`src/hw/rtl/prl_pkg.sv`:
```
// Shared types, codes and constants of the positional record list.
package prl_pkg;

    // Fixed field widths of a command word and a result word.
    localparam int POS_W    = 4;
    localparam int KEY_W    = 31;
    localparam int FREQ_W   = 7;
    localparam int GRADE_W  = 32;
    localparam int REQ_W    = 3;
    localparam int STATUS_W = 3;

    // Default and largest list depth; TGT_W holds any count up to DEPTH_MAX.
    localparam int DEF_DEPTH = 16;
    localparam int DEPTH_MAX = 256;
    localparam int TGT_W     = $clog2(DEPTH_MAX + 1);
    localparam int DEF_CNT_W = $clog2(DEF_DEPTH + 1);

    // Command codes.
    localparam logic [REQ_W-1:0] REQ_INS_FRONT = 3'd0;
    localparam logic [REQ_W-1:0] REQ_INS_INNER = 3'd1;
    localparam logic [REQ_W-1:0] REQ_INS_BACK  = 3'd2;
    localparam logic [REQ_W-1:0] REQ_REM_FRONT = 3'd3;
    localparam logic [REQ_W-1:0] REQ_REM_INNER = 3'd4;
    localparam logic [REQ_W-1:0] REQ_REM_BACK  = 3'd5;
    localparam logic [REQ_W-1:0] REQ_REM_KEY   = 3'd6;

    // Status codes.
    localparam logic [STATUS_W-1:0] ST_OK     = 3'd0;
    localparam logic [STATUS_W-1:0] ST_EMPTY  = 3'd1;
    localparam logic [STATUS_W-1:0] ST_BADPOS = 3'd2;
    localparam logic [STATUS_W-1:0] ST_FULL   = 3'd3;
    localparam logic [STATUS_W-1:0] ST_NOKEY  = 3'd4;

    // Cell operation codes.
    localparam logic [1:0] CELL_HOLD = 2'd0;
    localparam logic [1:0] CELL_INS  = 2'd1;
    localparam logic [1:0] CELL_REM  = 2'd2;

    typedef struct packed {
        logic [KEY_W-1:0]   key;
        logic [FREQ_W-1:0]  frequency;
        logic [GRADE_W-1:0] grade_one;
        logic [GRADE_W-1:0] grade_two;
        logic [GRADE_W-1:0] grade_three;
    } rec_t;

    // Broadcast from the controller to every cell.
    typedef struct packed {
        logic [1:0]       mode;
        logic             key_mode;
        logic [TGT_W-1:0] tgt;
        logic [TGT_W-1:0] count;
        rec_t             rec;
    } cell_cmd_t;

    // Outcome of one command.
    typedef struct packed {
        logic [STATUS_W-1:0] status;
        logic [TGT_W-1:0]    count;
    } res_t;

endpackage

```
`src/hw/rtl/prl_cell.sv`:
```
// One list slot: holds a record and shifts toward either neighbor.
module prl_cell #(
    parameter int IDX = 0
) (
    input  logic                clk,
    input  prl_pkg::cell_cmd_t  cmd,
    input  logic                at_in,
    input  prl_pkg::rec_t       left_rec,
    input  prl_pkg::rec_t       right_rec,
    output prl_pkg::rec_t       rec,
    output logic                at_out,
    output prl_pkg::rec_t       sel_rec
);
    import prl_pkg::*;

    localparam logic [TGT_W-1:0] IDX_V = TGT_W'(IDX);

    rec_t rec_reg;
    rec_t rec_next;
    logic occupied;
    logic match;
    logic at_here;
    logic is_target;

    // at_here is a thermometer along the chain: set from the target slot onward.
    // In key mode it starts at the first occupied slot whose key matches.
    always_comb
    begin
        occupied  = IDX_V < cmd.count;
        match     = occupied && (rec_reg.key == cmd.rec.key);
        at_here   = cmd.key_mode ? (at_in || match) : (IDX_V >= cmd.tgt);
        is_target = at_here && !at_in;
    end

    always_comb
    begin
        rec_next = rec_reg;
        unique case (cmd.mode)
            CELL_INS:
            begin
                if (is_target)
                    rec_next = cmd.rec;
                else if (at_here)
                    rec_next = left_rec;
            end
            CELL_REM:
            begin
                if (at_here)
                    rec_next = right_rec;
            end
            default:
            begin
                rec_next = rec_reg;
            end
        endcase
    end

    always_ff @(posedge clk)
    begin
        rec_reg <= rec_next;
    end

    assign rec     = rec_reg;
    assign at_out  = at_here;
    assign sel_rec = is_target ? rec_reg : '0;

endmodule

```
`config.mk`:
```
export PLATFORM = sky130hd
export DESIGN_NAME = prl_cell
export DESIGN_NICKNAME = d
export VERILOG_FILES = /design/src/hw/rtl/prl_pkg.sv /design/src/hw/rtl/prl_cell.sv
export SDC_FILE = /design/constraint.sdc
export NUM_CORES = 1
export LEC_CHECK = 0
export BUFFER_PORTS_ARGS = -buffer_cell sky130_fd_sc_hd__buf_2
export CAP_MARGIN = 20
export CORE_AREA = 2 2 273 275
export DETAILED_ROUTE_END_ITERATION = 8
export DIE_AREA = 0 0 275 277
export SYNTH_ARGS = -nofsm -noshare
export SYNTH_HDL_FRONTEND = slang
export SYNTH_SLANG_ARGS = --single-unit
```
`constraint.sdc`:
```
create_clock -name clk -period 30.4 [get_ports clk]
set_clock_uncertainty 0.15 [all_clocks]
set_input_delay 3.04 -clock clk [delete_from_list [all_inputs] [get_ports clk]]
set_output_delay 3.04 -clock clk [all_outputs]
set_load 0.02 [all_outputs]
```
Word level (Yosys, flattened, before mapping)
Index checks and enable logic that the tools add are counted.
{"block": "word_totals", "reg_bits": 134, "latch_bits": 0, "ram_bits": 0, "rom_bits": 0, "in_bits": 425, "output_inout_bits": 269, "elab_cells": 24, "memories": 0}
{"block": "op_classes", "add_sub_neg": 0, "n_mul": 0, "div_mod_pow": 0, "magnitude_cmp": 2, "eq_ne": 5, "shifts": 0, "muxes": 6, "n_bitwise": 0, "reduce_logical": 6}
{"operator": "134-bit two-way mux", "n": 4}
{"operator": "134-bit one-hot mux with 2 select lines", "n": 1}
{"operator": "31-bit equality test", "n": 1}
{"operator": "1-bit by 9-bit greater-or-equal comparator with 1-bit output (first input constant)", "n": 1}
{"operator": "1-bit by 9-bit less-than comparator with 1-bit output (first input constant)", "n": 1}
{"operator": "3-bit inequality test (second input constant)", "n": 1}
{"operator": "3-bit AND reduction", "n": 1}
{"operator": "2-bit by 1-bit equality test with 1-bit output (second input constant)", "n": 1}
{"operator": "2-bit equality test (second input constant)", "n": 1}
{"operator": "1-bit logical AND", "n": 2}
{"operator": "2-bit inequality test (second input constant)", "n": 1}
{"operator": "2-bit nonzero test", "n": 1}
{"operator": "1-bit logical NOT", "n": 1}
{"operator": "1-bit logical OR", "n": 1}
{"operator": "1-bit two-way mux", "n": 1}

Logic depth before layout (Yosys ltp)
{"block": "depth", "ltp_word": 7, "depth_mapped": 9}

Worst setup path after synthesis
OpenSTA, ideal clock, no wires.
{"block": "synth_path", "path_type": "input port to flip-flop", "from": "input port cmd[125] (netlist bit)", "to": "register rec_reg, in the netlist rec[0] (enable)", "arrival_ns": 14.050, "required_time_ns": 29.418, "path_slack_ns": 15.368, "path_stages": 6, "cell_sequence": "xnor2_1 -> nand4_1 -> nor4_4 -> a31oi_1 -> o21ai_0 -> a21boi_0"}
{"block": "synth_between", "elab_chain_cells": 7, "elab_cells_between_ends": 8, "classes_between": "3 x eq/ne; 1 x mux; 4 x reduce/logical"}
{"item": "start: declaration", "line_no": "prl_cell.sv:6", "text": "input prl_pkg::cell_cmd_t cmd,"}
{"item": "31-bit equality test (*)", "line_no": "prl_cell.sv:30", "text": "match = occupied && (rec_reg.key == cmd.rec.key);"}
{"item": "1-bit logical AND (*)", "line_no": "prl_cell.sv:30"}
{"item": "1-bit logical OR (*)", "line_no": "prl_cell.sv:31", "text": "at_here = cmd.key_mode ? (at_in || match) : (IDX_V >= cmd.tgt);"}
{"item": "1-bit two-way mux (*)", "line_no": "prl_cell.sv:31"}
{"item": "named net at_out", "line_no": "prl_cell.sv:11", "text": "output logic at_out,"}
{"item": "1-bit logical AND", "line_no": "prl_cell.sv:32", "text": "is_target = at_here && !at_in;"}
{"item": "3-bit inequality test (no source line)"}
{"item": "3-bit AND reduction (no source line) (*)"}
{"item": "end signal: assignment", "line_no": "prl_cell.sv:60", "text": "rec_reg <= rec_next;"}
{"item": "end: declaration", "line_no": "prl_cell.sv:18", "text": "rec_t rec_reg;"}
Mark *: on every way through the listed nets, which the timed path passes. The rest lies on a longest branch.
A chain may end at the register's enable or synchronous reset.

==> results.sh <==
export IMPL_place_area_um2=12900
export IMPL_final_cells=2582
export IMPL_cts_repair_resized=0
export IMPL_cp_startpoint="cmd[128]"
export IMPL_clkSinkCount=134
export IMPL_critPathRequiredTime_ps=27210
export IMPL_drive_gt1_frac=0.468
export IMPL_avgSynthCellArea_um2=8.76
export IMPL_dp_slack_ps=20780
export IMPL_finalMaxSlewViolations=0
export IMPL_routed_wl_um=49200
export IMPL_cts_root_buf="clkbuf_16"
export IMPL_synth_distinct_cells=28
export IMPL_grtUsageTotal=0.122
export IMPL_initial_core_util=0.115
export IMPL_place_inst=2546
export IMPL_ys_seq_area_frac=0.475
export IMPL_die_h_um=277
export IMPL_cp_end_kind="primary output"
export IMPL_grt_busiest_layer="met2"
export IMPL_p_leak_nw=5.90
export IMPL_dieWidth_um=275
export IMPL_r2r_start="rec[128]"
export IMPL_drt_wirelength_per_cell_um=19.1
export IMPL_fill_cells=8321
export IMPL_via_count=10400
export IMPL_dp_hpwl_um=37200
export IMPL_arrival_ps=6260
export IMPL_synth_fa_ha_area_frac=0
export IMPL_cts_tree="yes"
export IMPL_clock_fmax_mhz=106
export IMPL_avgViaCountPerCell=4.03
export IMPL_hold_path_class="register to register"
export IMPL_syn_num_nets=1393
export IMPL_rsz0062_at_grt="no"
export IMPL_syn_area_um2=8480
export IMPL_synth_seq_cells=134
export IMPL_period_needed_ps=9450
export IMPL_path_class="input pin to primary output"
export IMPL_startpoint_type="input pin"
export IMPL_synth_warnings=0
export IMPL_route_detailed_drc=0
export IMPL_max_cap_violations=0
export IMPL_hold_start="rec[108]"
export IMPL_htree_levels=4
export IMPL_cts_reportedPaths_clkPinSlew_ps=70
export IMPL_grt_overflow=0
export IMPL_met2_usage=0.199
export IMPL_final_area_um2=13500
export IMPL_fin_util=0.184
export IMPL_grt_pass1_wl_um=67000
export IMPL_holdBufCountCts=0
export IMPL_status="finished clean"
export IMPL_drt_iter0_markers=928
export IMPL_synthCells=968
export IMPL_postCtsSetupBuffers=0
export IMPL_relSlewSlack=0.319
export IMPL_grtUsageMet1=0.154
export IMPL_synth_xor_area_share=0.0320
export IMPL_nets=2022
export IMPL_grt_max_degree=135
export IMPL_final_antenna_net_count=0
export IMPL_tightest_slew_ps=1020
export IMPL_gp_congestion=0.933
export IMPL_numPortBuffers=693
export IMPL_synth_top_family_by_area="compound AO/OA/AOI/OAI gates"
export IMPL_antenna_found_initial=11
export IMPL_synth_mux_area_fraction=0
export IMPL_yosys_area_share_simple=0.180
export IMPL_timing_final_ws_setup_ps=20950
export IMPL_clk_path_buf_depth=2
export IMPL_cp_max_fo=76
export IMPL_setup_violations_final=0
export IMPL_ios=694
export IMPL_power_density_nw_per_um2=40.5
export IMPL_final_hold_violation_count=0
export IMPL_fp_row_count=100
export IMPL_setup_tns_final_ps=0
export IMPL_drtPass1Iterations=5
export IMPL_power_mw=0.548
export IMPL_core_region_area_um2=73600
export IMPL_synth_compound_area_share=0.259
export IMPL_ff2ff_path_depth=7
export IMPL_dieArea_um2=76200
export IMPL_grt_use_met3=0.0324
export IMPL_ir_drop_uv=32.3
export IMPL_hold_ws_ps=1490
export IMPL_holdPathStages=6
export IMPL_insertion_delay_ps=470
export IMPL_syn2layout_area_growth_pct=59.7
export IMPL_largest_register_ffs=134
export IMPL_fin_crit_sh=0.311
export IMPL_grt_pass1_vias=9555
export IMPL_cts_made_buffers=17
worst paths after layout:
| check | slack (ps) | end |
|---|---|---|
| setup / recovery | 20950 | sel_rec[55] |
| hold / removal | 1490 | rec[11] |
| setup reg to reg | 25890 | rec[80] |
| hold reg to reg | 1490 | rec[11] |
cell usage after synthesis:
| master | instances | area share |
|---|---|---|
| nor2_1 | 137 | 0.061 |
| nor4_4 | 1 | 0.0025 |
| nand2_2 | 1 | 0.00074 |
| a31oi_1 | 135 | 0.10 |
| buf_1 | 15 | 0.0066 |
| nor3_1 | 1 | 0.00059 |
| or2_2 | 1 | 0.00074 |
| clkbuf_1 | 56 | 0.025 |
| and4_1 | 1 | 0.0010 |
| nand2b_1 | 2 | 0.0015 |
| edfxtp_1 | 134 | 0.47 |
| nand3_1 | 3 | 0.0018 |
| xnor2_1 | 31 | 0.032 |
| and2_1 | 134 | 0.099 |
| nand4_1 | 7 | 0.0052 |
| nor2b_1 | 1 | 0.00074 |
| nor4_2 | 1 | 0.0015 |
| nor2_2 | 1 | 0.00074 |
| o21ai_0 | 100 | 0.059 |
| a21oi_1 | 134 | 0.079 |
| buf_8 | 1 | 0.0018 |
| buf_2 | 22 | 0.013 |
| buf_4 | 8 | 0.0071 |
| inv_1 | 1 | 0.00044 |
| nor4_1 | 3 | 0.0022 |
| nand4_2 | 1 | 0.0015 |
| o21ai_1 | 35 | 0.021 |
| a21boi_0 | 1 | 0.00089 |
routing by layer:
metal  part of all wire  vias up
met3              0.091       58
met4              0.020       10
li1                   -     4799
met1               0.41     4941
met5             0.0011        -
met2               0.48      600
placed cells by master (no fill, tap or decap), types with 7 or more instances in the layout:
cell	instances
buf_2	693
nor2_1	137
a31oi_1	135
a21oi_1	134
and2_1	134
edfxtp_1	134
o21ai_0	100
o21ai_1	35
xnor2_1	31
buf_4	18
clkbuf_16	17
nand4_1	7
worst max-delay path, cell delays in order:
cell and delay (ps):
buf_2 110, xnor2_1 380, nand4_1 270, nor4_2 590
nand4_4 110, buf_4 390, nand2_4 160, buf_4 460
buf_12 300, and2_1 180, buf_2 160
report_power, final:
group | internal, mW | leakage, nW | switching (mW) | total (mW)
clock | 0.131 | 0.297 | 0.100 | 0.232
combinational | 0.0394 | 4.35 | 0.0515 | 0.0909
sequential | 0.217 | 1.25 | 0.00849 | 0.225
final cells by class:
type | instances | area [um2] | share of cell area
multi-input combinational | 731 | 4050 | 0.299
sequential | 134 | 4020 | 0.297
timing repair buffer | 712 | 3620 | 0.268
tap | 969 | 1210 | 0.0896
clock buffer | 17 | 425 | 0.0314
clock inverter | 14 | 188 | 0.0139
antenna | 4 | 10.0 | 0.000740
inverter | 1 | 3.75 | 0.000277
cells by family (layout without fill, tap and decap cells):
kind of cell	Yosys count	in the layout
and+or+nand+nor	295	295
DFF	134	134
xor gates and xnor gates	31	31
other	0	4
buffers and inverters	103	744
AOI/OAI and AO/OA	405	405
No activity file was read; power rests on OpenSTA's default activity.
