<file path="src/hw/rtl/prl_pkg.sv">
// Shared types, codes and constants of the positional record list.
package prl_pkg;

    // Fixed field widths of a command word and a result word.
    localparam int POS_W    = 4;
    localparam int KEY_W    = 31;
    localparam int FREQ_W   = 7;
    localparam int GRADE_W  = 32;
    localparam int REQ_W    = 3;
    localparam int STATUS_W = 3;

    // Default and largest list depth; TGT_W holds any count up to DEPTH_MAX.
    localparam int DEF_DEPTH = 16;
    localparam int DEPTH_MAX = 256;
    localparam int TGT_W     = $clog2(DEPTH_MAX + 1);
    localparam int DEF_CNT_W = $clog2(DEF_DEPTH + 1);

    // Command codes.
    localparam logic [REQ_W-1:0] REQ_INS_FRONT = 3'd0;
    localparam logic [REQ_W-1:0] REQ_INS_INNER = 3'd1;
    localparam logic [REQ_W-1:0] REQ_INS_BACK  = 3'd2;
    localparam logic [REQ_W-1:0] REQ_REM_FRONT = 3'd3;
    localparam logic [REQ_W-1:0] REQ_REM_INNER = 3'd4;
    localparam logic [REQ_W-1:0] REQ_REM_BACK  = 3'd5;
    localparam logic [REQ_W-1:0] REQ_REM_KEY   = 3'd6;

    // Status codes.
    localparam logic [STATUS_W-1:0] ST_OK     = 3'd0;
    localparam logic [STATUS_W-1:0] ST_EMPTY  = 3'd1;
    localparam logic [STATUS_W-1:0] ST_BADPOS = 3'd2;
    localparam logic [STATUS_W-1:0] ST_FULL   = 3'd3;
    localparam logic [STATUS_W-1:0] ST_NOKEY  = 3'd4;

    // Cell operation codes.
    localparam logic [1:0] CELL_HOLD = 2'd0;
    localparam logic [1:0] CELL_INS  = 2'd1;
    localparam logic [1:0] CELL_REM  = 2'd2;

    typedef struct packed {
        logic [KEY_W-1:0]   key;
        logic [FREQ_W-1:0]  frequency;
        logic [GRADE_W-1:0] grade_one;
        logic [GRADE_W-1:0] grade_two;
        logic [GRADE_W-1:0] grade_three;
    } rec_t;

    // Broadcast from the controller to every cell.
    typedef struct packed {
        logic [1:0]       mode;
        logic             key_mode;
        logic [TGT_W-1:0] tgt;
        logic [TGT_W-1:0] count;
        rec_t             rec;
    } cell_cmd_t;

    // Outcome of one command.
    typedef struct packed {
        logic [STATUS_W-1:0] status;
        logic [TGT_W-1:0]    count;
    } res_t;

endpackage

</file>
<file path="src/hw/rtl/prl_ctrl.sv">
// Command decoder: checks each command against the count and steers the cells.
module prl_ctrl #(
    parameter int DEPTH = prl_pkg::DEF_DEPTH
) (
    input  logic [prl_pkg::REQ_W-1:0] req_type,
    input  logic [prl_pkg::POS_W-1:0] position,
    input  prl_pkg::rec_t             in_rec,
    input  logic [prl_pkg::TGT_W-1:0] count,
    input  logic                      found,
    output prl_pkg::cell_cmd_t        cmd,
    output prl_pkg::res_t             res
);
    import prl_pkg::*;

    localparam logic [TGT_W-1:0] DEPTH_V = TGT_W'(DEPTH);
    localparam logic [TGT_W-1:0] ONE     = TGT_W'(1);
    localparam logic [TGT_W-1:0] TWO     = TGT_W'(2);

    logic [TGT_W-1:0]    pos;
    logic                full;
    logic                empty;
    logic [STATUS_W-1:0] status;

    always_comb
    begin
        pos   = TGT_W'(position);
        full  = count == DEPTH_V;
        empty = count == '0;

        cmd.mode     = CELL_HOLD;
        cmd.key_mode = 1'b0;
        cmd.tgt      = '0;
        cmd.count    = count;
        cmd.rec      = in_rec;
        status       = ST_OK;

        if ((req_type == REQ_INS_FRONT || req_type == REQ_INS_INNER ||
             req_type == REQ_INS_BACK) && full)
        begin
            status = ST_FULL;
        end
        else if (req_type inside {REQ_REM_FRONT, REQ_REM_INNER, REQ_REM_BACK, REQ_REM_KEY}
                 && empty)
        begin
            status = ST_EMPTY;
        end
        else
        begin
            unique case (req_type)
                REQ_INS_FRONT:
                begin
                    cmd.mode = CELL_INS;
                end
                REQ_INS_INNER:
                begin
                    if (empty)
                        status = ST_EMPTY;
                    else if (count < TWO || pos < ONE || pos >= count)
                        status = ST_BADPOS;
                    else
                    begin
                        cmd.mode = CELL_INS;
                        cmd.tgt  = pos;
                    end
                end
                REQ_INS_BACK:
                begin
                    if (empty)
                        status = ST_EMPTY;
                    else
                    begin
                        cmd.mode = CELL_INS;
                        cmd.tgt  = count;
                    end
                end
                REQ_REM_FRONT:
                begin
                    cmd.mode = CELL_REM;
                end
                REQ_REM_INNER:
                begin
                    if (count <= TWO || pos < ONE || (pos + ONE) >= count)
                        status = ST_BADPOS;
                    else
                    begin
                        cmd.mode = CELL_REM;
                        cmd.tgt  = pos;
                    end
                end
                REQ_REM_BACK:
                begin
                    cmd.mode = CELL_REM;
                    cmd.tgt  = count - ONE;
                end
                REQ_REM_KEY:
                begin
                    // With no match the thermometer stays clear and no cell moves.
                    cmd.mode     = CELL_REM;
                    cmd.key_mode = 1'b1;
                    status       = found ? ST_OK : ST_NOKEY;
                end
                default:
                begin
                    status = ST_BADPOS;
                end
            endcase
        end
    end

    always_comb
    begin
        res.status = status;
        res.count  = count;
        if (status == ST_OK && cmd.mode == CELL_INS)
            res.count = count + ONE;
        else if (status == ST_OK && cmd.mode == CELL_REM)
            res.count = count - ONE;
    end

endmodule

</file>
<file path="config.mk">
export PLATFORM = sky130hd
export DESIGN_NAME = prl_ctrl
export DESIGN_NICKNAME = d
export VERILOG_FILES = /design/src/hw/rtl/prl_pkg.sv /design/src/hw/rtl/prl_ctrl.sv
export SDC_FILE = /design/constraint.sdc
export NUM_CORES = 1
export LEC_CHECK = 0
export BUFFER_PORTS_ARGS = -buffer_cell sky130_fd_sc_hd__buf_2
export CORE_AREA = 2 2 123 125
export DETAILED_ROUTE_END_ITERATION = 10
export DIE_AREA = 0 0 125 127
export PLACE_DENSITY = 0.43
export SYNTH_ARGS = -nofsm -noshare
export SYNTH_HDL_FRONTEND = slang
export SYNTH_SLANG_ARGS = --single-unit
</file>
<file path="constraint.sdc">
create_clock -name vclk -period 7.7
set_input_delay 2.31 -clock vclk [all_inputs]
set_output_delay 2.31 -clock vclk [all_outputs]
set_load 0.005 [all_outputs]
</file>
### Word-level counts from Yosys, hierarchy flattened

Index checks and enable logic that the tools add are counted.

* register bits after elaboration: 0
* output and inout bits: 167

* $add $sub $neg: 3
* $lt $le $gt $ge: 5
* equality and inequality tests: 9
* mux-type cells: 23
* reductions and logical operators: 16

Operators with widths (count)
* $pmux 9 s4: 1
* $mux 9: 3
* $mux 12: 2
* $pmux 3 s5: 1
* $mux 3: 4
* $mux 4: 3
* $pmux 2 s5: 1
* $add 9x1->9 const B: 1
* $eq 3x3->1 const B: 3
* $eq 9x5->1 const B: 1
* $ge 4x9->1: 1
* $ge 5x9->1: 1
* $le 9x2->1 const B: 1
* $logic_not 9->1: 1
* $lt 9x2->1 const B: 1
* $sub 9x1->9 const B: 1
* $eq 3x2->1 const B: 2
* $logic_not 3->1: 2
* $logic_or 1x1->1: 6
* $mux 2: 3
* $reduce_or 3->1: 2
* $add 4x1->5 const B: 1
* $mux 1: 5
* $logic_and 1x1->1: 4
* 5 further kinds: 5

### Longest topological paths before layout

Gate-level depths: netlist of run 1.

* word-level depth: 12
* gate-level depth with buffers: 11
* gate-level depth less buffers: 10

### Worst setup path after synthesis of run 1

No wires, ideal clock.

* path kind: input port to output port
* from: input port count[6] (netlist bit)
* to: output port res[3] (netlist bit)
* arrival time: 4.001 ns
* path slack: 1.389 ns
* stages: 10
* cell sequence: buf_6 -> nor4_4 -> and3_1 -> buf_6 -> nor4_1 -> a22o_1 -> buf_6 -> and3_4 -> a22oi_2 -> xnor2_1

RTL lines
* start, declared: line prl_ctrl.sv:8 `input logic [prl_pkg::TGT_W-1:0] count,`
* end, declared: line prl_ctrl.sv:11 `output prl_pkg::res_t res`

==> metrics, run 1 <==
outcome=finished, final reports clean; die area=between 15,000 and 20,000 um2; Row Count=44; CP Launch Type=input pin; DRT antenna net count=0; first-pass GRT wire length=8720 um; Crit Path Max Fanout=9; worst-path cell chain=buf_2, inv_1, ha_1, and4_2, or3b_2, a21oi_2, nor2_2, and2_1, o31ai_1, buf_2; VDD IR max=7.42 uV; Tmin final=6.96 ns; leakage=0.643 nW; layout cell share with drive strength beyond 1=30.5%; Mapped Area=2180 um2; die width=125 um; Fill cells=roughly 1,700; Hold/Removal Path Class=input pin to output pin; DRT Pass-1 Iters=4; Worst Path Buf+Inv=3; Port-buffer cells=50; clock buffers=0; net count after synthesis=~470; placement-stage cell area=1530 um2; Slowest-stage cell, CP=or3b_2; routed vias/inst=around 3.9; die height=127 um; total congestion overflow=0; CP most frequent cell=buf_2; most frequent cells in the layout=50 x buf_2, 18 x nor2_1, 15 x ha_1; Worst Path Required=~5.4 ns; final period utilization=90.4%; Core Footprint=14,400 um2; design area=1530 um2; P&R area growth vs syn=-30.1%; antenna fix cells=0; FMAX=about 140 MHz; mean post-synth cell area=~7.1 um2; most common library cell in the layout ignoring fill and taps=buf_2; Starting Density=around 15%; DR iter-0 viols=53; Worst Max-Slew Pin Slew=0.812 ns; share of the yosys chip area belonging to registers=0%; GP Congestion=0.751; I/O Pins=about 320; Ys Warns=0; Fin Hold WS=4.62 ns; Pins Over Slew Limit=0; Seq Cell Count=0; Hold Fails Final Rpt=0; dpl hpwl=approximately 4700 um; multi-input logic area=1020 um2; Resize count post-CTS=0; TNS Setup=0 ns; worst setup margin=0.742 ns; Critical Path Max Stage Delay=0.45 ns; FF/Latch Area=0 um2; CP delay by family, top=simple AND/OR/NAND/NOR gates; vias in the first global route=about 1,500; Setup WS pre-CTS=0.664 ns; critical path capture point type=output pin; Setup-failing EPs final=0; Power Dens Cells=46.5 nW/um2; critical path type=input pin to output pin; arrival time worst endpoint=4.65 ns; residual DRC count=0; total power=0.0000710 W; RSZ-0062 raised after global routing=no; Nets=371; via count=1,517; hold buffer count at cts=0; post-synthesis cell type count=50; drt total wl=5780 um; Max-cap violations=0; initial antenna violation count=1; total track usage=6.70%; Synth Instances=306; largest net degree at the start of global routing=17; Routed wire per std cell=14.9 um; Slew HR=45.6%; Post-CTS Setup Inserts=0
==> worst paths after layout <==
kind	startpoint	to	cells after the start
setup / recovery	count[0]	res[1]	10
hold / removal	in_rec[0]	cmd[0]	0
==> synthesized netlist by cell type (all sizes together) (5+ instances only) <==
master,instances,area (um2)
xnor2,10,87.6
nor2,19,73.8
buf,148,1120
inv,7,26.3
and3,8,57.6
nand2,9,33.8
ha,15,188
a21oi,14,73.8
a22oi,5,47.5
clkbuf,5,20.0
o21ai,11,55.1
nor3,11,55.1
==> report_power, final <==
part / internal (W) / leakage [nW] / total (W) / switching (W)
clock network: 0 / 0 / 0 / 0
registers: 0 / 0 / 0 / 0
logic: 0.0000279 / 0.643 / 0.0000710 / 0.0000431
total: 0.0000279 / 0.643 / 0.0000710 / 0.0000431
==> stage by stage <==
step	util [%]	std cells
2_1_floorplan	-	306
3_3_place_gp	10.6	387
3_5_place_dp	10.6	387
4_1_cts	10.6	387
5_1_grt	10.6	387
6_report	10.6	387
==> cells by family after synthesis <==
kind of cell | Yosys count | share of synthesized area [%]
mux | 1 | 0.458
fa+ha+maj | 15 | 8.60
simple gates | 69 | 17.9
compound gates | 48 | 14.8
xor+xnor | 12 | 4.81
buf+inv | 161 | 53.5
==> per-layer routing <==
layer  GRT usage, %  up-vias  share of wire (%)
li1               -      686                  -
met2           10.6      112                 44
met4           2.75        0                3.8
met3           2.60       36                 13
met5              0        -                  0
met1           8.14      683                 40
==> area by class of cell <==
type               count  area share, %
repair buffers        50           16.4
well taps            184           15.1
inverters              8           1.97
multi-input cells    145           66.6
(Power assumes the default switching activity.)
==> run 2, diff against run 1 <==
--- a/config.mk
+++ b/config.mk
@@ -9,7 +9,7 @@
 export CORE_AREA = 2 2 123 125
 export DETAILED_ROUTE_END_ITERATION = 10
 export DIE_AREA = 0 0 125 127
-export PLACE_DENSITY = 0.43
+export PLACE_DENSITY = 0.45
 export SYNTH_ARGS = -nofsm -noshare
 export SYNTH_HDL_FRONTEND = slang
 export SYNTH_SLANG_ARGS = --single-unit
==> constraint.sdc (replaced) <==
create_clock -name vclk -period 5.95
set_input_delay 1.785 -clock vclk [all_inputs]
set_output_delay 1.785 -clock vclk [all_outputs]
set_load 0.005 [all_outputs]
==> metrics, run 2 (synthesis results as in run 1) <==
Port-buffer cells=50 (unchanged); Setup-failing EPs final=0 (unchanged); clock buffers=0 (unchanged); final period utilization=97.6%; Hold/Removal Path Class=input pin to output pin; leakage=0.698 nW (+8.5%); RSZ-0062 raised after global routing=no; WHS Endpoint=cmd[109]; arrival time worst endpoint=4.02 ns (-0.63 ns); via count=1,541 (+1.6%); most frequent cells in the layout=50 x buf_2, 18 x nor2_1, 15 x ha_1; routed vias/inst=3.87 (-1.2%); DRT antenna net count=0 (unchanged); hold buffer count at cts=0 (unchanged); Row Count=44 (unchanged); initial antenna violation count=3 (+2); die height=127 um (unchanged); CP most frequent cell=buf_2; DR iter-0 viols=28 (-47%); critical path type=input pin to output pin; Crit Path Max Fanout=9 (unchanged); largest net degree at the start of global routing=17 (unchanged); Nets=381 (+2.7%); Seq Cell Count=0 (unchanged); Worst Max-Slew Pin Slew=0.494 ns (-0.318 ns); total congestion overflow=0 (unchanged); Tmin final=5.81 ns; Critical Path Max Stage Delay=0.49 ns (+0.04 ns); FF/Latch Area=0 um2 (unchanged); Core Footprint=14,400 um2 (unchanged); Pins Over Slew Limit=0 (unchanged); DRT Pass-1 Iters=4 (unchanged); Fill cells=1,722 (+1.1%); total power=0.0000998 W (+40%); P&R area growth vs syn=-25.2%; TNS Setup=0 ns (unchanged); Slew HR=66.9% (+21 points); vias in the first global route=1,484 (+0.34%); most common library cell in the layout ignoring fill and taps=buf_2; die width=125 um (unchanged); drt total wl=5800 um (+0.42%); Power Dens Cells=61.1 nW/um2 (+31%); Routed wire per std cell=14.6 um (-2.4%); Hold Fails Final Rpt=0 (unchanged); GP Congestion=0.797 (+6.1%); outcome=finished, final reports clean; I/O Pins=318 (unchanged); dpl hpwl=4830 um (+2.7%); Max-cap violations=0 (unchanged); FMAX=172 MHz; total track usage=6.46% (-0.24 points); Slowest-stage cell, CP=or3b_2; Cells on Worst Hold Path=0 (unchanged); residual DRC count=0 (unchanged); Worst Path Required=4.16 ns (-1.23 ns); Starting Density=15.1% (unchanged); worst-path cell chain=buf_2, inv_1, ha_1, and4_2, or3b_2, a21oi_4, nor2_4, and2_1, o31ai_2, buf_2; first-pass GRT wire length=8340 um (-4.3%); CP delay by family, top=simple AND/OR/NAND/NOR gates; CP Launch Type=input pin; layout cell share with drive strength beyond 1=35.2% (+4.7 points); die area=15,900 um2 (unchanged); Worst Path Buf+Inv=3 (unchanged); Hold Startpoint=in_rec[109]; VDD IR max=9.67 uV (+30%); critical path capture point type=output pin
-- run 2: final cells by class --
| cell class | instances | area [um2] | area share (%) |
|---|---|---|---|
| multi-input cells | 145 | 1050 | 64.0 |
| repair buffers | 60 | 325 | 19.9 |
| well taps | 184 | 230 | 14.1 |
| inverters | 8 | 30.0 | 1.84 |
| diodes | 1 | 2.50 | 0.153 |
-- run 2: how the worst max path moves through the flow --
stage	cells after the start	start	to	slack, ns
4_1_cts	10	count[0]	cmd[154]	0.004
3_3_place_gp	10	count[0]	cmd[154]	0.02
3_5_place_dp	10	count[0]	cmd[154]	0.03
2_1_floorplan	10	count[6]	res[3]	0.69
6_report	10	count[0]	res[1]	0.14
5_1_grt	10	count[1]	res[6]	0.003
-- run 2: per-stage QoR --
| stage | setup WS, ns | instance area, um2 | utilization [%] | hold slack, ns | std cells |
|---|---|---|---|---|---|
| finish | 0.143 | 1630 | 11.3 | 3.57 | 398 |
| global route | 0.00256 | 1630 | 11.3 | 3.57 | 397 |
| CTS | 0.00393 | 1590 | 11.0 | 3.57 | 395 |
| detailed placement | 0.0306 | 1590 | 11.0 | 3.57 | 395 |
| global placement | 0.0219 | 1590 | 11.0 | 3.57 | 395 |
| floorplan | 0.689 | 2180 | - | 3.60 | 306 |
-- run 2: timing repair --
action | CTS | global route
gates resized for setup | 0 | 7
setup buffers | 0 | 2
endpoints found under the setup margin | 0 | 8
-- run 2: routing by layer --
metal	track usage, %	vias to the layer above	wire length [um]
met5	0	-	13
met4	3.07	2	327
met3	2.39	54	648
met2	10.9	74	2620
met1	7.23	700	2190
li1	-	711	-
-- run 2: where the power goes --
group	leakage, nW	switching (W)	total (W)	internal, W
Combinational	0.698	0.0000587	0.0000998	0.0000411
Sequential	0	0	0	0
Clock	0.00000634	0	0.0000000000225	0.0000000000225
==> run 3, diff against run 2 <==
--- a/config.mk
+++ b/config.mk
@@ -5,11 +5,12 @@
 export SDC_FILE = /design/constraint.sdc
 export NUM_CORES = 1
 export LEC_CHECK = 0
+export ABC_AREA = 1
 export BUFFER_PORTS_ARGS = -buffer_cell sky130_fd_sc_hd__buf_2
-export CORE_AREA = 2 2 123 125
+export CORE_AREA = 2 2 125 127
 export DETAILED_ROUTE_END_ITERATION = 10
-export DIE_AREA = 0 0 125 127
-export PLACE_DENSITY = 0.45
+export DIE_AREA = 0 0 127 129
+export PLACE_DENSITY = 0.46
 export SYNTH_ARGS = -nofsm -noshare
 export SYNTH_HDL_FRONTEND = slang
 export SYNTH_SLANG_ARGS = --single-unit
==> metrics, run 3 <==
mean post-synth cell area=6.23 um2 (-13%); Worst Path Required=4.16 ns (about the same); total congestion overflow=0 (unchanged); Routed wire per std cell=14.4 um (-0.90%); Hold/Removal Path Class=input pin to output pin; Setup-failing EPs final=0 (unchanged); residual DRC count=0 (unchanged); DR iter-0 viols=97 (+250%); die width=127 um (+1.6%); Ys Warns=0 (unchanged); Critical Path Max Stage Delay=0.31 ns (-0.18 ns); GP Congestion=0.820 (+2.9%); Port-buffer cells=50 (unchanged); TNS Setup=0 ns (unchanged); Starting Density=16.8% (+1.7 points); FF/Latch Area=0 um2 (unchanged); most common library cell in the layout ignoring fill and taps=nand2_1; Setup WS pre-CTS=0.219 ns (+0.188 ns); first-pass GRT wire length=10,800 um (+29%); post-synthesis cell type count=31 (-38%); initial antenna violation count=0 (-3); Crit Path Max Fanout=11 (+2); RSZ-0062 raised after global routing=no; I/O Pins=318 (unchanged); outcome=finished, final reports clean; Row Count=45 (+2.3%); design area=2000 um2 (+22%); DRT Pass-1 Iters=4 (unchanged); routed vias/inst=4.02 (+3.7%); Slowest-stage cell, CP=ha_1; Seq Cell Count=0 (unchanged); Worst Path Buf+Inv=2 (-1); Crit path depth=18 (+8); most frequent cells in the layout=71 x nand2_1, 50 x buf_2, 34 x nor2_1; count leader, synth=buf_4; Hold Fails Final Rpt=0 (unchanged); Synth Instances=405 (+32%); Yosys top cell by area=buf_4; die height=129 um (+1.6%); total track usage=8.36% (+1.9 points); Power Dens Cells=71.4 nW/um2 (+17%); Post-CTS Setup Inserts=0 (unchanged); CP delay by family, top=simple AND/OR/NAND/NOR gates; CP most frequent cell=nand2_1; P&R area growth vs syn=-20.7%; share of the synthesized area in the top cell type=43.5% (-5.7 points); via count=2,044 (+33%); clock buffers=0 (unchanged); largest net degree at the start of global routing=12 (-5); hold buffer count at cts=0 (unchanged); antenna fix cells=0 (-1); vias in the first global route=1,922 (+30%); Resize count post-CTS=0 (unchanged); leakage=1.06 nW (+52%); Cells on Worst Hold Path=0 (unchanged); final core occ=13.4% (+2.0 points); placement-stage cell area=1990 um2 (+26%); CP Launch Type=input pin; share of the yosys chip area belonging to registers=0% (unchanged); worst-path cell chain=buf_2, ha_1, xor2_1, ha_1, nand2_1, nand2_1, nand2_1, nand2_1, nand2_1, nand3_1, o21bai_1, nand3_1, nand2_4, nand3_4, nand2_1, nand3_1, nand2_1, buf_2; Worst Max-Slew Pin Slew=0.361 ns (-0.134 ns); top cells by area, synth=buf_4 43%, nand2_1 11%, ha_1 7.4%, nor2_1 5.1%, nand3_1 4.8%; net count after synthesis=571 (+21%); Nets=489 (+28%); dpl hpwl=6200 um (+28%); FMAX=176 MHz (+2.2%); critical path type=input pin to output pin; DRT antenna net count=0 (unchanged); drt total wl=7350 um (+27%); layout cell share with drive strength beyond 1=29.3% (-5.9 points); Mapped Area=2520 um2 (+16%); Tmin final=5.68 ns (-0.125 ns); Pins Over Slew Limit=0 (unchanged); synth cell count leaders=146 x buf_4, 71 x nand2_1, 34 x nor2_1; VDD IR max=17.0 uV (+76%); Slew HR=76.0% (+9.0 points); die area=16,400 um2 (+3.2%); Max-cap violations=0 (unchanged); critical path capture point type=output pin; Core Footprint=15,000 um2 (+3.8%); arrival time worst endpoint=3.90 ns (-0.12 ns); worst setup margin=0.269 ns (+0.125 ns); final period utilization=95.5% (-2.1 points)
[run 3: cell types whose count changed after synthesis, moves of 11 or more]
| cell | change |
|---|---|
| inv_1 | +24 |
| nand2_1 | +62 |
| nand3_1 | +22 |
| nor2_1 | +16 |
| xor2_1 | +11 |
[run 3: final cells by class]
cell class                 count  area [um2]
fill                        1784       13000
multi-input combinational    215        1250
inverter                      42         160
tap                          188         235
timing repair buffer          64         355
[run 3: logic make-up after synthesis]
kind of cell,share of synthesized area [%]
buffers and inverters,50.7
AND/OR/NAND/NOR,31.6
AO/OA/AOI/OAI,5.36
adder cells (fa/ha/maj),7.44
XOR/XNOR,4.86
[run 3: worst paths after layout]
path | from | to | slack [ns]
max | position[0] | res[5] | 0.27
min | in_rec[100] | cmd[100] | 3.57
[run 3: per-layer routing]
layer | global-route usage (%) | part of all wire (%) | vias up
met4 | 5.30 | 6.2 | 0
li1 | - | - | 965
met1 | 9.87 | 40 | 928
met2 | 14.2 | 46 | 101
met5 | 0 | 0 | -
met3 | 1.25 | 7.9 | 50
[run 3: report_power, final]
part | switching (W) | total (W) | internal (W) | leakage [nW]
Clock | 0 | 0 | 0 | 0
Sequential | 0 | 0 | 0 | 0
Combinational | 0.0000881 | 0.000143 | 0.0000547 | 1.06
Total | 0.0000881 | 0.000143 | 0.0000547 | 1.06
[run 3: per-stage QoR]
stage,total power [W],hold slack (ns),std cells
3_5_place_dp,0.000146,3.57,509
6_report,0.000143,3.57,509
3_3_place_gp,0.000147,3.57,509
2_1_floorplan,0.000161,3.62,405
5_1_grt,0.000162,3.57,509
4_1_cts,0.000146,3.57,509
